<file path="src/rtl/core/frls_pkg.sv">
`default_nettype none

package frls_pkg;

   localparam int SLOT_W        = 8;
   localparam int SLOTS_DEFAULT = 254;
   localparam int CUR_W         = 16;
   localparam int CRC_W         = 8;
   localparam int WORD_W        = 32;
   localparam int STAT_W        = 3;
   localparam int BYTE_W        = 8;

   // One pipeline stage per checked payload byte.
   localparam int CRC_STAGES = 3;

   localparam logic [CRC_W-1:0] CRC_POLY = 8'h07;
   localparam logic [CRC_W-1:0] CRC_INIT = 8'hFF;

   localparam int FLAG_LOCK_BIT = 0;
   localparam int FLAG_IDLE_BIT = 1;
   localparam int FLAG_DUAL_BIT = 2;

   typedef enum logic [STAT_W-1:0] {
      STAT_LOADED        = 3'd0,
      STAT_LOAD_INVALID  = 3'd1,
      STAT_SKIPPED       = 3'd2,
      STAT_SAVED         = 3'd3,
      STAT_ERASED_SAVED  = 3'd4
   } status_type;

   typedef enum logic [1:0] {
      ST_IDLE,
      ST_SAVE,
      ST_SCAN,
      ST_OUT
   } state_type;

   // One record moving through the checksum pipeline.
   typedef struct packed {
      logic              valid;
      logic [SLOT_W-1:0] slot;
      logic [WORD_W-1:0] word;
      logic [CRC_W-1:0]  crc;
   } beat_type;

   // CRC-8 update over one byte, most significant bit first.
   function automatic logic [CRC_W-1:0] crc8_byte(input logic [CRC_W-1:0] crc_i,
                                                  input logic [BYTE_W-1:0] data_i);
      logic [CRC_W-1:0] c;
      c = crc_i ^ data_i;
      for (int k = 0; k < BYTE_W; k++) begin
         if (c[CRC_W-1]) begin
            c = {c[CRC_W-2:0], 1'b0} ^ CRC_POLY;
         end else begin
            c = {c[CRC_W-2:0], 1'b0};
         end
      end
      return c;
   endfunction

endpackage

`default_nettype wire

</file>
<file path="src/rtl/core/frls_crc_pipe.sv">
`default_nettype none

// Three-stage CRC-8 pipeline: each stage folds one payload byte into the
// running checksum, so a new record can enter every cycle.
module frls_crc_pipe import frls_pkg::*; (
   input  wire logic     clock,
   input  wire logic     reset,
   input  wire logic     flush,
   input  wire beat_type beat_in,
   output beat_type      beat_out
);

   beat_type stage_ff [CRC_STAGES];
   beat_type stage_in [CRC_STAGES];

   always_comb begin
      stage_in[0]     = beat_in;
      stage_in[0].crc = crc8_byte(CRC_INIT, beat_in.word[WORD_W-1 -: BYTE_W]);
      for (int k = 1; k < CRC_STAGES; k++) begin
         stage_in[k]     = stage_ff[k-1];
         stage_in[k].crc = crc8_byte(stage_ff[k-1].crc,
                                     stage_ff[k-1].word[WORD_W-1-BYTE_W*k -: BYTE_W]);
      end
   end

   always_ff @(posedge clock) begin
      for (int k = 0; k < CRC_STAGES; k++) begin
         if (reset || flush) begin
            stage_ff[k] <= '0;
         end else begin
            stage_ff[k] <= stage_in[k];
         end
      end
   end

   assign beat_out = stage_ff[CRC_STAGES-1];

endmodule

`default_nettype wire

</file>
<file path="config.mk">
export PLATFORM = sky130hd
export DESIGN_NAME = frls_crc_pipe
export DESIGN_NICKNAME = d
export VERILOG_FILES = /design/src/rtl/core/frls_pkg.sv /design/src/rtl/core/frls_crc_pipe.sv
export SDC_FILE = /design/constraint.sdc
export NUM_CORES = 1
export LEC_CHECK = 0
export ABC_AREA = 0
export BUFFER_PORTS_ARGS = -buffer_cell sky130_fd_sc_hd__buf_2
export CELL_PAD_IN_SITES_DETAIL_PLACEMENT = 0
export CELL_PAD_IN_SITES_GLOBAL_PLACEMENT = 2
export CORE_MARGIN = 5
export CORE_UTILIZATION = 31
export CTS_CLUSTER_DIAMETER = 30
export DETAILED_ROUTE_END_ITERATION = 8
export GPL_ROUTABILITY_DRIVEN = 0
export GPL_TIMING_DRIVEN = 1
export PLACE_DENSITY = 0.8
export SYNTH_ARGS = -nofsm -noshare
export SYNTH_HDL_FRONTEND = slang
export SYNTH_SLANG_ARGS = --single-unit
export TNS_END_PERCENT = 1
</file>
<file path="constraint.sdc">
create_clock -name clock -period 1.3 [get_ports clock]
set_input_delay 0.39 -clock clock [delete_from_list [all_inputs] [get_ports clock]]
set_output_delay 0.39 -clock clock [all_outputs]
set_load 0.01 [all_outputs]
</file>
Word level (Yosys, flattened, before mapping). Memory sizes are Yosys's and may differ from the RTL's. Index checks and enable logic that the tools add are counted.

Output and inout bits: 49. Memories: 1. Memory bits (writable): 147. Word-level logic and storage cells: 62. Bits in registers: 0. Bits of input ports: 52.

Bitwise logic cells: 30. Muxes and demuxes: 30. Reductions and logical operators: 1.

Memories: stage_ff (depth 3, width 49, rd ports 3, clocked after memory_dff 0, wr ports 3, RTL line frls_crc_pipe.sv:13) `beat_type stage_ff [CRC_STAGES];`.

Operators with widths (count): $mux W49 (3); $mux W3 (24); $not A3 Y3 (24); $xor A8 B8 Y8 (2); $not A8 Y8 (1); $mux W1 (3); $or A1 B1 Y1 (3); $logic_or A1 B1 Y1 (1).

Longest topological paths before layout.
Depth in word-level cells: 18. Depth in mapped cells: 4. Depth with buffers taken out: 4.

Worst setup path before layout. OpenSTA, ideal clock, no wires.

Kind: register to register. Start: memory stage_ff[0][31] in the netlist's numbering. End: memory stage_ff[1][2] in the netlist's numbering. Clock period less this slack: 1362 ps. Path buffers: 0. Library setup time: 128 ps. Stages on the path, launching flop included: 5. Arrival: 1234 ps. Data required time: 1172 ps. Path slack: -62 ps. Cell sequence: dfxtp_1 -> xor2_2 -> xnor3_2 -> xnor2_1 -> nor2_1.

RTL lines (RTL line): start, declared (frls_crc_pipe.sv:13).

==> results.cfg <==
[critical_path]
max_stage_delay_ps = 480
cp-end-kind = flip-flop
worstPathRequired_ps = 1580
critPathSlowestCell = xnor3_2
cp_cell_sequence = xnor2_2 -> xnor3_2 -> xnor2_1 -> nor2_1
worst-path-buf-inv = 0
worstPathArrival_ps = 1610
cp-start-kind = flip-flop
crit_family = XOR/XNOR gates
critPathKind = flip-flop to flip-flop
cp_max_fo = 2

[synth]
ys_seq_area_frac = 0.6684
ys_types = 13
netlist.area_leader.share = 0.6684
synth.avg_cell_area_um2 = 11.96
synth.area.top_cells = dfxtp_1, and2_1, xnor2_1, nor2_1, xor2_1
ys_ff_latch = 147
synth_area_um2 = 4403
yosysWarnings = 0
syn-instance-count = 368
yosys.area.top_type = dfxtp_1
synth_nets = 420

[global_route]
track_usage = 0.09563
grt_overflow_total = 0
grt_max_degree = 82
grt_pass1_vias = 2628
grt_pass1_wl_mm = 12.18
antenna_found_initial = 0

[layout]
largest_reg_flops = 147
top_regs = stage_ff: 147 flops
syn_to_final_growth_pct = 31.74
antenna_cells = 0
final.fill_count = 1388
drive_above_1_share = 0.3082
final-seq-area_um2 = 2947
nets = 530
max_flop_register = stage_ff
multi_input_area_um2 = 1438

[timing]
post-route-period-util = 1.019
rsz0062_at_grt = yes
fmax_mhz = 754.7
layout_setup_ws_ps = -24.97
whs_ps = 175.8
fin_setup_tns_ps = -48.40
skew_ps = 6.234
timing_worst_slew_pin_value_ps = 454.5
fin_crit_ps = 1325
slew_headroom = 0.6970
hold_viol = 0
slew_violations = 0
setup_viol_count_final = 3

[clock_tree]
cts.sink_count = 147
cts_root_buf = clkbuf_16
clkTransAtPathRegs_ps = 60
h-tree-depth = 4
cts_buffer_depth = 2
cts_tree = yes
cts-buffers-inserted = 17
worst_skew_pair.late_latency_ps = 410

[routing]
detail-route-antenna-nets = 0
wire_per_inst_um = 10.87
dr.first_iter.drc_count = 65
vias = 2509
routed_via_density = 3.745
met3WireLength_um = 477
met1_length_mm = 3.292
wirelength_mm = 7.280
met2_length_mm = 3.301
dr.pass1.iters = 3
drc_errors = 0
top_layer_used = met4

[die]
io_pins = 101
fp-row-count = 43
initial_core_util = 0.3172
die_area_um2 = 16690
chipHeight_um = 129.2
die_w_um = 129.2
core_um2 = 13880

[place]
hpwl_mm = 5.173
numPortBuffers = 92

[run]
drv_cap = 0

[power]
p_per_area_nw_per_um2 = 1797
vdd_drop_max_mv = 0.8987
p_leak_nw = 2.581

[run_status]
status = complete, but fails checks
violations = setup timing

[hold_path]
min_path_type = input port to flip-flop
[metrics by stage]
| step | total power [mW] | setup slack, ps | cells | utilization | area, um2 |
|---|---|---|---|---|---|
| final | 10.43 | -24.97 | 670 | 0.4179 | 5801 |
| after global routing | 10.89 | -90.45 | 670 | 0.4179 | 5801 |
| after CTS | 10.57 | -18.09 | 670 | 0.4165 | 5782 |
| after detailed placement | 5.641 | -100.2 | 638 | 0.3713 | 5154 |
| after global placement | 5.634 | -57.88 | 638 | 0.3713 | 5154 |
| after floorplan | 5.366 | 0.2131 | 368 | - | 4403 |
[power breakdown]
part           internal [mW]  leakage (nW)  switching [mW]
clock                   3.15         0.292            1.73
sequential              4.67          1.20          0.0582
combinational          0.460          1.09           0.363
total                   8.28          2.58            2.15
[kinds of logic after synthesis]
group,synth area share
DFF,0.6684
AOI/OAI and AO/OA,0.001136
buffers and inverters,0.01364
and+or+nand+nor,0.1992
xor gates and xnor gates,0.1177
[worst register-to-register path: cells and delay by family, from the launching register on]
family           cells  cell delay, ps
XOR/XNOR             3             820
flip-flops           1             330
AND/OR/NAND/NOR      1              60
[final timing paths]
kind                   start              end  slack, ps  cells after the start
min              beat_in[29]  stage_ff[0][29]        180                      2
min reg2reg  stage_ff[1][12]  stage_ff[2][12]        420                      1
max          stage_ff[0][25]   stage_ff[1][3]        -20                      4
max reg2reg  stage_ff[0][25]   stage_ff[1][3]        -20                      4
[cell usage in the layout, fill, tap and decap left out]
cell type,count
bufinv_16,3
clkbuf_8,3
dfxtp_2,3
xor2_2,1
clkinvlp_4,2
clkinv_2,3
clkinv_4,1
and2_1,122
clkbuf_1,2
or2_2,2
nor2_1,23
nand2_1,1
and2_2,1
xor2_1,8
a21oi_1,1
dfxtp_1,144
xnor3_2,2
xnor2_1,38
nor2_4,1
xnor2_2,5
clkbuf_16,17
buf_2,91
buf_12,1
buf_4,15
[metal layers]
| layer | vias to the layer above | track usage |
|---|---|---|
| li1 | 1327 | - |
| met1 | 1100 | 0.1129 |
| met2 | 68 | 0.1439 |
| met3 | 14 | 0.03916 |
| met4 | 0 | 0.06115 |
| met5 | - | 0 |
[cell usage after synthesis (all sizes together)]
master / instances
xor2: 9
dfxtp: 147
and2: 123
a21oi: 1
nor2: 24
nand2: 1
clkbuf: 16
xnor3: 2
or2: 2
xnor2: 43
[timing repair]
action / CTS / global route
hold endpoints to repair: 0 / 0
gates resized for setup: 4 / 4
endpoints found under the setup margin: 3 / 6
setup buffers: 1 / 0
hold buffers: 0 / 0
pin swaps: 4 / 1
[cell type report]
| cell class | instances | share of cell area |
|---|---|---|
| clock buffers | 22 | 0.08175 |
| clock inverters | 9 | 0.02222 |
| multi-input cells | 205 | 0.2478 |
| flip-flops and latches | 147 | 0.5080 |
| well taps | 180 | 0.03883 |
| repair buffers | 107 | 0.1014 |
(Power assumes the default switching activity.)
